--- src/sv/serial_line_edit_buffer_defines.svh ---
// Assertion macros used by the line edit buffer sequencer RTL.
`ifndef SERIAL_LINE_EDIT_BUFFER_DEFINES_SVH
`define SERIAL_LINE_EDIT_BUFFER_DEFINES_SVH

// Condition that must hold at every clock edge out of reset.
`define SLE_ASSERT_ALWAYS(lbl, cond, msg) \
   lbl: assert property (@(posedge clock) disable iff (reset) (cond)) else $error(msg);

// Same-cycle implication.
`define SLE_ASSERT_IMPLIES(lbl, ante, cons, msg) \
   lbl: assert property (@(posedge clock) disable iff (reset) (ante) |-> (cons)) \
      else $error(msg);

// Next-cycle implication.
`define SLE_ASSERT_NEXT(lbl, ante, cons, msg) \
   lbl: assert property (@(posedge clock) disable iff (reset) (ante) |=> (cons)) \
      else $error(msg);

`endif

--- src/sv/sle_pkg.sv ---
// Package: result type, character codes, sequencer states and key classifier.
`default_nettype none

package sle_pkg;

   localparam logic [7:0] CHAR_LF    = 8'h0A;
   localparam logic [7:0] CHAR_CR    = 8'h0D;
   localparam logic [7:0] CHAR_BS    = 8'h08;
   localparam logic [7:0] CHAR_SPACE = 8'h20;
   localparam logic [7:0] CHAR_DOT   = 8'h2E;
   localparam logic [7:0] CHAR_USCR  = 8'h5F;
   localparam logic [7:0] CHAR_DASH  = 8'h2D;

   typedef enum logic [1:0] {
      S_IDLE,
      S_LF,
      S_LEN,
      S_STREAM
   } state_type;

   typedef struct packed {
      logic [7:0] out_char;
      logic       char_valid;
      logic       line_found;
      logic       last;
      logic       erase_echo;
      logic       dropped;
   } rsp_type;

   function automatic logic is_text_key(input logic [7:0] c);
      logic res;
      res = ((c >= 8'h61) && (c <= 8'h7A)) ||
            ((c >= 8'h41) && (c <= 8'h5A)) ||
            ((c >= 8'h30) && (c <= 8'h39)) ||
            (c == CHAR_SPACE) || (c == CHAR_DOT) ||
            (c == CHAR_USCR) || (c == CHAR_DASH);
      return res;
   endfunction

endpackage

`default_nettype wire

--- src/sv/sle_ram.sv ---
// Generic single-write, single-read RAM with registered read data.
`default_nettype none

module sle_ram #(
   parameter int WIDTH = 8,
   parameter int DEPTH = 256
) (
   input  wire logic                     clock,
   input  wire logic                     wr_en,
   input  wire logic [$clog2(DEPTH)-1:0] wr_addr,
   input  wire logic [WIDTH-1:0]         wr_data,
   input  wire logic                     rd_en,
   input  wire logic [$clog2(DEPTH)-1:0] rd_addr,
   output logic      [WIDTH-1:0]         rd_data
);

   logic [WIDTH-1:0] mem_ff [DEPTH];

   always_ff @(posedge clock) begin
      if (wr_en) begin
         mem_ff[wr_addr] <= wr_data;
      end
   end

   // read data holds while rd_en is low
   always_ff @(posedge clock) begin
      if (rd_en) begin
         rd_data <= mem_ff[rd_addr];
      end
   end

endmodule

`default_nettype wire

--- src/sv/sle_out.sv ---
// Result output register: holds one result until its transfer.
`default_nettype none

module sle_out (
   input  wire logic            clock,
   input  wire logic            reset,
   input  wire logic            load,
   input  wire sle_pkg::rsp_type data,
   output logic                 free,
   input  wire logic            rsp_ready,
   output logic                 rsp_valid,
   output logic      [7:0]      rsp_out_char,
   output logic                 rsp_char_valid,
   output logic                 rsp_line_found,
   output logic                 rsp_last,
   output logic                 rsp_erase_echo,
   output logic                 rsp_dropped
);

   import sle_pkg::*;

   logic    valid_ff;
   logic    valid_in;
   rsp_type data_ff;

   assign free     = !valid_ff || rsp_ready;
   assign valid_in = load || (valid_ff && !rsp_ready);

   always_ff @(posedge clock) begin
      if (reset) begin
         valid_ff <= 1'b0;
      end else begin
         valid_ff <= valid_in;
      end
   end

   always_ff @(posedge clock) begin
      if (load) begin
         data_ff <= data;
      end
   end

   assign rsp_valid      = valid_ff;
   assign rsp_out_char   = data_ff.out_char;
   assign rsp_char_valid = data_ff.char_valid;
   assign rsp_line_found = data_ff.line_found;
   assign rsp_last       = data_ff.last;
   assign rsp_erase_echo = data_ff.erase_echo;
   assign rsp_dropped    = data_ff.dropped;

endmodule

`default_nettype wire

--- src/sv/sle_ctrl.sv ---
// Line editor sequencer: ring pointers, open line length and memory access control.
`default_nettype none
`include "serial_line_edit_buffer_defines.svh"

module sle_ctrl #(
   parameter int LINE_BYTES = 64,
   parameter int LINE_SLOTS = 4,
   parameter int SLOT_W     = $clog2(LINE_SLOTS),
   parameter int IDX_W      = $clog2(LINE_BYTES)
) (
   input  wire logic                     clock,
   input  wire logic                     reset,
   input  wire logic                     req_valid,
   output logic                          req_ready,
   input  wire logic                     req_opcode,
   input  wire logic [7:0]               req_key_char,
   input  wire logic                     out_free,
   output logic                          rsp_load,
   output sle_pkg::rsp_type              rsp_data,
   output logic                          st_we,
   output logic      [SLOT_W+IDX_W-1:0]  st_waddr,
   output logic      [7:0]               st_wdata,
   output logic                          st_re,
   output logic      [SLOT_W+IDX_W-1:0]  st_raddr,
   input  wire logic [7:0]               st_rdata,
   output logic                          len_we,
   output logic      [SLOT_W-1:0]        len_waddr,
   output logic      [IDX_W-1:0]         len_wdata,
   output logic                          len_re,
   output logic      [SLOT_W-1:0]        len_raddr,
   input  wire logic [IDX_W-1:0]         len_rdata
);

   import sle_pkg::*;

   localparam int CNT_W = $clog2(LINE_SLOTS + 1);
   localparam logic [IDX_W-1:0]  MAX_TEXT  = IDX_W'(LINE_BYTES - 2);
   localparam logic [CNT_W-1:0]  FULL_CNT  = CNT_W'(LINE_SLOTS);
   localparam logic [SLOT_W-1:0] LAST_SLOT = SLOT_W'(LINE_SLOTS - 1);

   state_type                   state_ff, state_in;
   logic [SLOT_W-1:0]           head_ff, head_in;
   logic [SLOT_W-1:0]           tail_ff, tail_in;
   logic [CNT_W-1:0]            count_ff, count_in;
   logic [IDX_W-1:0]            head_len_ff, head_len_in;
   logic [IDX_W-1:0]            idx_ff, idx_in;
   logic [IDX_W-1:0]            text_len_ff, text_len_in;
   logic [SLOT_W+IDX_W-1:0]     lf_addr_ff, lf_addr_in;

   logic req_fire;
   logic full;
   logic empty;
   logic key_text;
   logic key_lf;
   logic key_bs;
   logic stream_last;
   logic [SLOT_W-1:0] head_next;
   logic [SLOT_W-1:0] tail_next;

   assign req_ready   = (state_ff == S_IDLE) && out_free;
   assign req_fire    = req_valid && req_ready;
   assign full        = (count_ff == FULL_CNT);
   assign empty       = (count_ff == '0);
   assign key_text    = is_text_key(req_key_char);
   assign key_lf      = (req_key_char == CHAR_LF);
   assign key_bs      = (req_key_char == CHAR_BS);
   assign stream_last = ((idx_ff + 1'b1) == text_len_ff);
   assign head_next   = (head_ff == LAST_SLOT) ? '0 : head_ff + 1'b1;
   assign tail_next   = (tail_ff == LAST_SLOT) ? '0 : tail_ff + 1'b1;

   // next state
   always_comb begin
      state_in = state_ff;
      unique case (state_ff)
         S_IDLE: begin
            if (req_fire) begin
               if (req_opcode && !empty) begin
                  state_in = S_LEN;
               end else if (!req_opcode && key_lf && !full) begin
                  state_in = S_LF;
               end
            end
         end
         S_LF: begin
            state_in = S_IDLE;
         end
         S_LEN: begin
            if (len_rdata != '0) begin
               state_in = S_STREAM;
            end else if (out_free) begin
               state_in = S_IDLE;
            end
         end
         S_STREAM: begin
            if (out_free && stream_last) begin
               state_in = S_IDLE;
            end
         end
         default: state_in = S_IDLE;
      endcase
   end

   // datapath and memory control
   always_comb begin
      head_in     = head_ff;
      tail_in     = tail_ff;
      count_in    = count_ff;
      head_len_in = head_len_ff;
      idx_in      = idx_ff;
      text_len_in = text_len_ff;
      lf_addr_in  = lf_addr_ff;
      rsp_load    = 1'b0;
      rsp_data    = '0;
      st_we       = 1'b0;
      st_waddr    = {head_ff, head_len_ff};
      st_wdata    = req_key_char;
      st_re       = 1'b0;
      st_raddr    = {tail_ff, idx_ff};
      len_we      = 1'b0;
      len_waddr   = head_ff;
      len_wdata   = head_len_ff;
      len_re      = 1'b0;
      len_raddr   = tail_ff;
      unique case (state_ff)
         S_IDLE: begin
            if (req_fire) begin
               rsp_load      = 1'b1;
               rsp_data.last = 1'b1;
               if (req_opcode) begin
                  if (!empty) begin
                     rsp_load = 1'b0;
                     len_re   = 1'b1;
                  end
               end else if (key_text) begin
                  if (full || (head_len_ff >= MAX_TEXT)) begin
                     rsp_data.dropped = 1'b1;
                  end else begin
                     st_we       = 1'b1;
                     head_len_in = head_len_ff + 1'b1;
                  end
               end else if (key_lf) begin
                  if (full) begin
                     rsp_data.dropped = 1'b1;
                  end else begin
                     // CR now, LF in the following cycle
                     st_we       = 1'b1;
                     st_wdata    = CHAR_CR;
                     len_we      = 1'b1;
                     lf_addr_in  = {head_ff, head_len_ff + 1'b1};
                     count_in    = count_ff + 1'b1;
                     head_in     = head_next;
                     head_len_in = '0;
                  end
               end else if (key_bs) begin
                  if (!full && (head_len_ff != '0)) begin
                     head_len_in         = head_len_ff - 1'b1;
                     rsp_data.erase_echo = 1'b1;
                  end
               end
            end
         end
         S_LF: begin
            st_we    = 1'b1;
            st_waddr = lf_addr_ff;
            st_wdata = CHAR_LF;
         end
         S_LEN: begin
            if (len_rdata == '0) begin
               if (out_free) begin
                  rsp_load            = 1'b1;
                  rsp_data.line_found = 1'b1;
                  rsp_data.last       = 1'b1;
                  tail_in             = tail_next;
                  count_in            = count_ff - 1'b1;
                  if (full) begin
                     head_len_in = '0;
                  end
               end
            end else begin
               text_len_in = len_rdata;
               idx_in      = '0;
               st_re       = 1'b1;
               st_raddr    = {tail_ff, {IDX_W{1'b0}}};
            end
         end
         S_STREAM: begin
            if (out_free) begin
               rsp_load            = 1'b1;
               rsp_data.out_char   = st_rdata;
               rsp_data.char_valid = 1'b1;
               rsp_data.line_found = 1'b1;
               rsp_data.last       = stream_last;
               if (stream_last) begin
                  tail_in  = tail_next;
                  count_in = count_ff - 1'b1;
                  // a full ring's open slot is the one just freed
                  if (full) begin
                     head_len_in = '0;
                  end
               end else begin
                  idx_in   = idx_ff + 1'b1;
                  st_re    = 1'b1;
                  st_raddr = {tail_ff, idx_ff + 1'b1};
               end
            end
         end
         default: ;
      endcase
   end

   always_ff @(posedge clock) begin
      if (reset) begin
         state_ff    <= S_IDLE;
         head_ff     <= '0;
         tail_ff     <= '0;
         count_ff    <= '0;
         head_len_ff <= '0;
      end else begin
         state_ff    <= state_in;
         head_ff     <= head_in;
         tail_ff     <= tail_in;
         count_ff    <= count_in;
         head_len_ff <= head_len_in;
      end
   end

   always_ff @(posedge clock) begin
      idx_ff      <= idx_in;
      text_len_ff <= text_len_in;
      lf_addr_ff  <= lf_addr_in;
   end

   `SLE_ASSERT_ALWAYS(a_count_range, count_ff <= FULL_CNT, "line count above slot count")
   `SLE_ASSERT_ALWAYS(a_open_len, head_len_ff <= MAX_TEXT, "open line overruns CRLF room")
   `SLE_ASSERT_IMPLIES(a_full_ptrs, full, head_ff == tail_ff, "full ring with head off tail")
   `SLE_ASSERT_IMPLIES(a_no_wr_stream, state_ff == S_STREAM, !st_we && !len_we,
                       "memory write during line read-out")
   `SLE_ASSERT_NEXT(a_last_idle, rsp_load && rsp_data.last && (state_ff != S_IDLE),
                    state_ff == S_IDLE, "sequencer busy after final line result")

endmodule

`default_nettype wire

--- src/sv/serial_line_edit_buffer.sv ---
// Top level: keystroke line editor over a ring of line slots held in RAM.
//
//  channel | direction | handshake             | payload
//  req     | in        | req_valid / req_ready | req_opcode, req_key_char
//  rsp     | out       | rsp_valid / rsp_ready | rsp_out_char .. rsp_dropped
//
// Keystroke: its status result is in the output register the cycle after it is taken;
// a newline that closes a line then holds off the input while S_LF stores LF.
// Pull: S_LEN reads the line length, then one character per cycle, paced by the
// line RAM read port, while the output is free; an empty ring gives one result.
// Reset clears pointers and counts only; no memory clearing pass is needed.
// A stalled output holds its result; the RAM read data waits with it.
`default_nettype none

module serial_line_edit_buffer #(
   parameter int LINE_BYTES = 64,
   parameter int LINE_SLOTS = 4
) (
   input  wire logic       clock,
   input  wire logic       reset,
   input  wire logic       req_valid,
   output logic            req_ready,
   input  wire logic       req_opcode,
   input  wire logic [7:0] req_key_char,
   output logic            rsp_valid,
   input  wire logic       rsp_ready,
   output logic      [7:0] rsp_out_char,
   output logic            rsp_char_valid,
   output logic            rsp_line_found,
   output logic            rsp_last,
   output logic            rsp_erase_echo,
   output logic            rsp_dropped
);

   import sle_pkg::*;

   localparam int SLOT_W   = $clog2(LINE_SLOTS);
   localparam int IDX_W    = $clog2(LINE_BYTES);
   localparam int ADDR_W   = SLOT_W + IDX_W;
   localparam int ST_DEPTH = 2 ** ADDR_W;

   logic              out_free;
   logic              rsp_load;
   rsp_type           rsp_data;
   logic              st_we;
   logic [ADDR_W-1:0] st_waddr;
   logic [7:0]        st_wdata;
   logic              st_re;
   logic [ADDR_W-1:0] st_raddr;
   logic [7:0]        st_rdata;
   logic              len_we;
   logic [SLOT_W-1:0] len_waddr;
   logic [IDX_W-1:0]  len_wdata;
   logic              len_re;
   logic [SLOT_W-1:0] len_raddr;
   logic [IDX_W-1:0]  len_rdata;

   sle_ram #(
      .WIDTH (8),
      .DEPTH (ST_DEPTH)
   ) u_line_store (
      .clock   (clock),
      .wr_en   (st_we),
      .wr_addr (st_waddr),
      .wr_data (st_wdata),
      .rd_en   (st_re),
      .rd_addr (st_raddr),
      .rd_data (st_rdata)
   );

   // text length of each closed line
   sle_ram #(
      .WIDTH (IDX_W),
      .DEPTH (LINE_SLOTS)
   ) u_line_len (
      .clock   (clock),
      .wr_en   (len_we),
      .wr_addr (len_waddr),
      .wr_data (len_wdata),
      .rd_en   (len_re),
      .rd_addr (len_raddr),
      .rd_data (len_rdata)
   );

   sle_ctrl #(
      .LINE_BYTES (LINE_BYTES),
      .LINE_SLOTS (LINE_SLOTS),
      .SLOT_W     (SLOT_W),
      .IDX_W      (IDX_W)
   ) u_ctrl (
      .clock        (clock),
      .reset        (reset),
      .req_valid    (req_valid),
      .req_ready    (req_ready),
      .req_opcode   (req_opcode),
      .req_key_char (req_key_char),
      .out_free     (out_free),
      .rsp_load     (rsp_load),
      .rsp_data     (rsp_data),
      .st_we        (st_we),
      .st_waddr     (st_waddr),
      .st_wdata     (st_wdata),
      .st_re        (st_re),
      .st_raddr     (st_raddr),
      .st_rdata     (st_rdata),
      .len_we       (len_we),
      .len_waddr    (len_waddr),
      .len_wdata    (len_wdata),
      .len_re       (len_re),
      .len_raddr    (len_raddr),
      .len_rdata    (len_rdata)
   );

   sle_out u_out (
      .clock          (clock),
      .reset          (reset),
      .load           (rsp_load),
      .data           (rsp_data),
      .free           (out_free),
      .rsp_ready      (rsp_ready),
      .rsp_valid      (rsp_valid),
      .rsp_out_char   (rsp_out_char),
      .rsp_char_valid (rsp_char_valid),
      .rsp_line_found (rsp_line_found),
      .rsp_last       (rsp_last),
      .rsp_erase_echo (rsp_erase_echo),
      .rsp_dropped    (rsp_dropped)
   );

endmodule

`default_nettype wire
--- config.mk ---
export PLATFORM = sky130hd
export DESIGN_NAME = serial_line_edit_buffer
export DESIGN_NICKNAME = d
export VERILOG_FILES = /design/src/sv/sle_pkg.sv /design/src/sv/sle_ram.sv /design/src/sv/sle_out.sv /design/src/sv/sle_ctrl.sv /design/src/sv/serial_line_edit_buffer.sv
export VERILOG_INCLUDE_DIRS = /design/src /design/src/sv
export SDC_FILE = /design/constraint.sdc
export NUM_CORES = 2
export LEC_CHECK = 0
export BUFFER_PORTS_ARGS = -buffer_cell sky130_fd_sc_hd__clkbuf_2
export CAP_MARGIN = 20
export CORE_ASPECT_RATIO = 0.5
export CORE_UTILIZATION = 35
export CTS_BUF_LIST = sky130_fd_sc_hd__clkbuf_4
export DETAILED_ROUTE_END_ITERATION = 10
export SYNTH_ARGS = -nofsm -noshare
export SYNTH_HDL_FRONTEND = slang
export SYNTH_SLANG_ARGS = --single-unit
--- constraint.sdc ---
create_clock -name clock -period 18.1 [get_ports clock]
set_input_delay 1.81 -clock clock [delete_from_list [all_inputs] [get_ports clock]]
set_output_delay 1.81 -clock clock [all_outputs]
set_load 0.01 [all_outputs]
==> results.cfg <==
[worst_setup_path]
slowest_delay_ns = 0.75
startpoint_type = flip-flop
r2r_slack_ns = 10.50
cp_top_family = buffers and inverters
critical_path_buf_inv_count = 4
crit_required_ns = 19.29
cpMaxStageDelayCell = o2111a_4
crit_path_frequent_cell = buf_4
cp_max_fo = 57
end_kind = flip-flop
crit_arrival_ns = 8.79
crit_path_cell_trace = ha_1, xor3_1, nor3_2, a311o_1, o2111a_4, buf_4, buf_4, buf_4, buf_4, nand2_1, nand3_1, a21oi_1, nand3b_1, a311oi_1, a32oi_1, o32ai_1
crit_type = flip-flop to flip-flop

[synthesis]
ys_seq_area_share_pct = 73.9
synth-seq-cells = 2135
synth_area_per_cell_um2 = 13.5
yosys.area_share.simple_pct = 14.2
synth_xor_area_share_pct = 0.215
synth_mux_area_share_pct = 3.06
synth_edf_count = 2119
yosys.area.top_type = edfxtp_1
synth_cell_types = 93
synth_most_common_cell = edfxtp_1
yosys.area.top_type_share_pct = 73.5
synthAdderAreaFrac_pct = 0.168
synthFlopType = edfxtp_1
synth_fp_nets = 6425
synth_common_cells = 2119 x edfxtp_1, 1639 x nand2_1, 557 x nand3_1
synth-compound-area-share_pct = 5.95
async_flop_share_pct = 0
mappedNetlistArea_um2 = 86600
ys_warn_count = 0
synth_top_family_by_area = simple AND/OR/NAND/NOR gates
synthCells = 6401
synth.top_cells.by_area = edfxtp_1 73%, nand2_1 7.1%, nand3_1 3.2%

[cts]
clock-sinks = 2135
clockRootBuffer = clkbuf_4
cts_resized = 0
cts_buffer_depth = 4
clkTransAtPathRegs_ns = 0.08
cts_tree = done
htree_levels = 6
cts_buffers = 547
hold_buffers = 0
clk_latency_ns = 1.40
cts_setup_buffers = 0

[sta]
finalSetupViolations = 0
grt_setup_unrepaired = no
tightestPinTransition_ns = 1.30
hold_violations = 0
finalMaxSlewViolations = 0
finalCriticalPeriod_ns = 7.60
max_freq_mhz = 132
clock_skew_ns = 0.0840
slew_headroom_pct = 12.2
min_period_over_period_pct = 42.0
fin_setup_tns_ns = 0

[drt]
via_count = 59100
wl_mm = 288
post-route-drc-count = 0
routedWlPerCell_um = 28.1
viasPerCell = 5.75
drt_iter0_drc = 8892
firstDrtPassIters = 8
drtAntennaViolNets = 0

[worst_hold_path]
hold_class = flip-flop to flip-flop

[grt]
antenna_found_initial = 18
grt_max_degree = 201
grt_pass1_vias = 55300
globalRouteTotalUtil_pct = 22.3
grt_first_pass_wirelength_mm = 406
grt_overflow_total = 0

[layout]
utilization_pct = 39.5
finalNonFillerCells = 10300
drive_above_1_share_pct = 15.6
fillers = 22900
area_growth_pct = 11.5
fin_nets = 6717

[placement]
gp_congestion = 0.885
hpwl_mm = 164
portBuffers = 27
dp_cells = 9392

[die]
fp.dieH_um = 354
dieArea_um2 = 249000
rows = 128
ioPinCount = 28
initial_core_util_pct = 35.4
fp.dieW_um = 705
core_area_um2 = 245000

[power]
p_leak_nw = 32.9
ir_drop_mv = 0.0447
total_power_mw = 9.54
powerDensity_nw_per_um2 = 98.8

[run]
drv_cap = 0

[status]
run_status = completed
==> registers in the layout (all words and copies together) (netlist names), 8 cells and up <==
name / flops
u_ctrl.lf_addr_ff: 8
u_line_len.mem_ff: 24
u_line_store.mem_ff: 2048
u_line_store.rd_data: 8
u_out.rsp_out_char: 8
==> worst reg2reg max path, cell delays in order (launching register included) <==
cell      delay, ns
edfxtp_1       0.58
ha_1           0.37
xor3_1         0.38
nor3_2         0.32
a311o_1        0.32
o2111a_4       0.75
buf_4          0.69
buf_4          0.79
buf_4          0.82
buf_4          0.53
nand2_1        0.12
nand3_1        0.10
a21oi_1        0.08
nand3b_1       0.28
a311oi_1       0.71
a32oi_1        0.33
o32ai_1        0.29
==> final cells by class <==
type / instances / area, um2 / area share (%)
clock inverters: 79 / 388 / 0.402
diodes: 22 / 55.1 / 0.0570
multi-input cells: 3819 / 20700 / 21.5
flip-flops and latches: 2135 / 64000 / 66.2
well taps: 3250 / 4070 / 4.21
inverters: 17 / 63.8 / 0.0661
clock buffers: 786 / 5900 / 6.11
repair buffers: 173 / 1400 / 1.45
==> metal layers <==
metal	track usage (%)	up-vias	share of wire, %
met5	0	-	0.015
met4	8.12	6	3.5
met3	7.03	597	14
met2	33.2	4216	44
met1	30.8	29400	39
li1	-	24900	-
==> through the flow <==
step | hold WS, ns | area (um2) | setup slack, ns
3_3_place_gp | 0.470 | 90200 | 9.90
5_1_grt | 0.498 | 96500 | 10.36
2_1_floorplan | 0.448 | 86600 | 7.62
6_report | 0.483 | 96600 | 10.50
4_1_cts | 0.488 | 96500 | 10.81
3_5_place_dp | 0.473 | 90200 | 10.02
==> logic make-up after synthesis <==
| group | after synthesis |
|---|---|
| AO/OA/AOI/OAI | 691 |
| XOR/XNOR | 18 |
| adder cells (fa/ha/maj) | 11 |
| buffers and inverters | 447 |
| flip-flops | 2135 |
| multiplexers | 241 |
| AND/OR/NAND/NOR | 2858 |
==> layout by cell type (no fill, tap or decap), drive strengths merged, types with 19 or more instances in the layout <==
cell type | synthesis | routed
a211oi | 24 | 24
a21oi | 108 | 108
a221oi | 20 | 20
a311oi | 86 | 86
a31oi | 94 | 94
a32o | 20 | 20
a32oi | 90 | 90
and2 | 19 | 19
and3 | 128 | 128
buf | 324 | 145
clkbuf | 106 | 814
clkinv | 1 | 66
diode | 0 | 22
edfxtp | 2119 | 2119
inv | 16 | 26
mux2 | 20 | 20
mux2i | 205 | 205
nand2 | 1642 | 1642
nand3 | 558 | 558
nand4 | 67 | 67
nor2 | 338 | 338
nor3 | 39 | 39
o21ai | 64 | 64
o22ai | 22 | 22
==> where the power goes <==
part           switching, mW  internal [mW]  leakage, nW
registers            0.00284           5.44         19.2
clock network           1.93           2.01         3.82
logic                  0.130         0.0207         9.84
==> final timing paths <==
kind | startpoint | end | depth (start not counted)
worst max-delay path | u_ctrl.idx_ff[0] | u_line_store.rd_data[3] | 16
worst min register to register | u_line_len.rd_data[2] | u_ctrl.text_len_ff[2] | 0
worst min-delay path | u_line_len.rd_data[2] | u_ctrl.text_len_ff[2] | 0
worst max register to register | u_ctrl.idx_ff[0] | u_line_store.rd_data[3] | 16
Note: power is estimated with default switching activity, not from simulation.
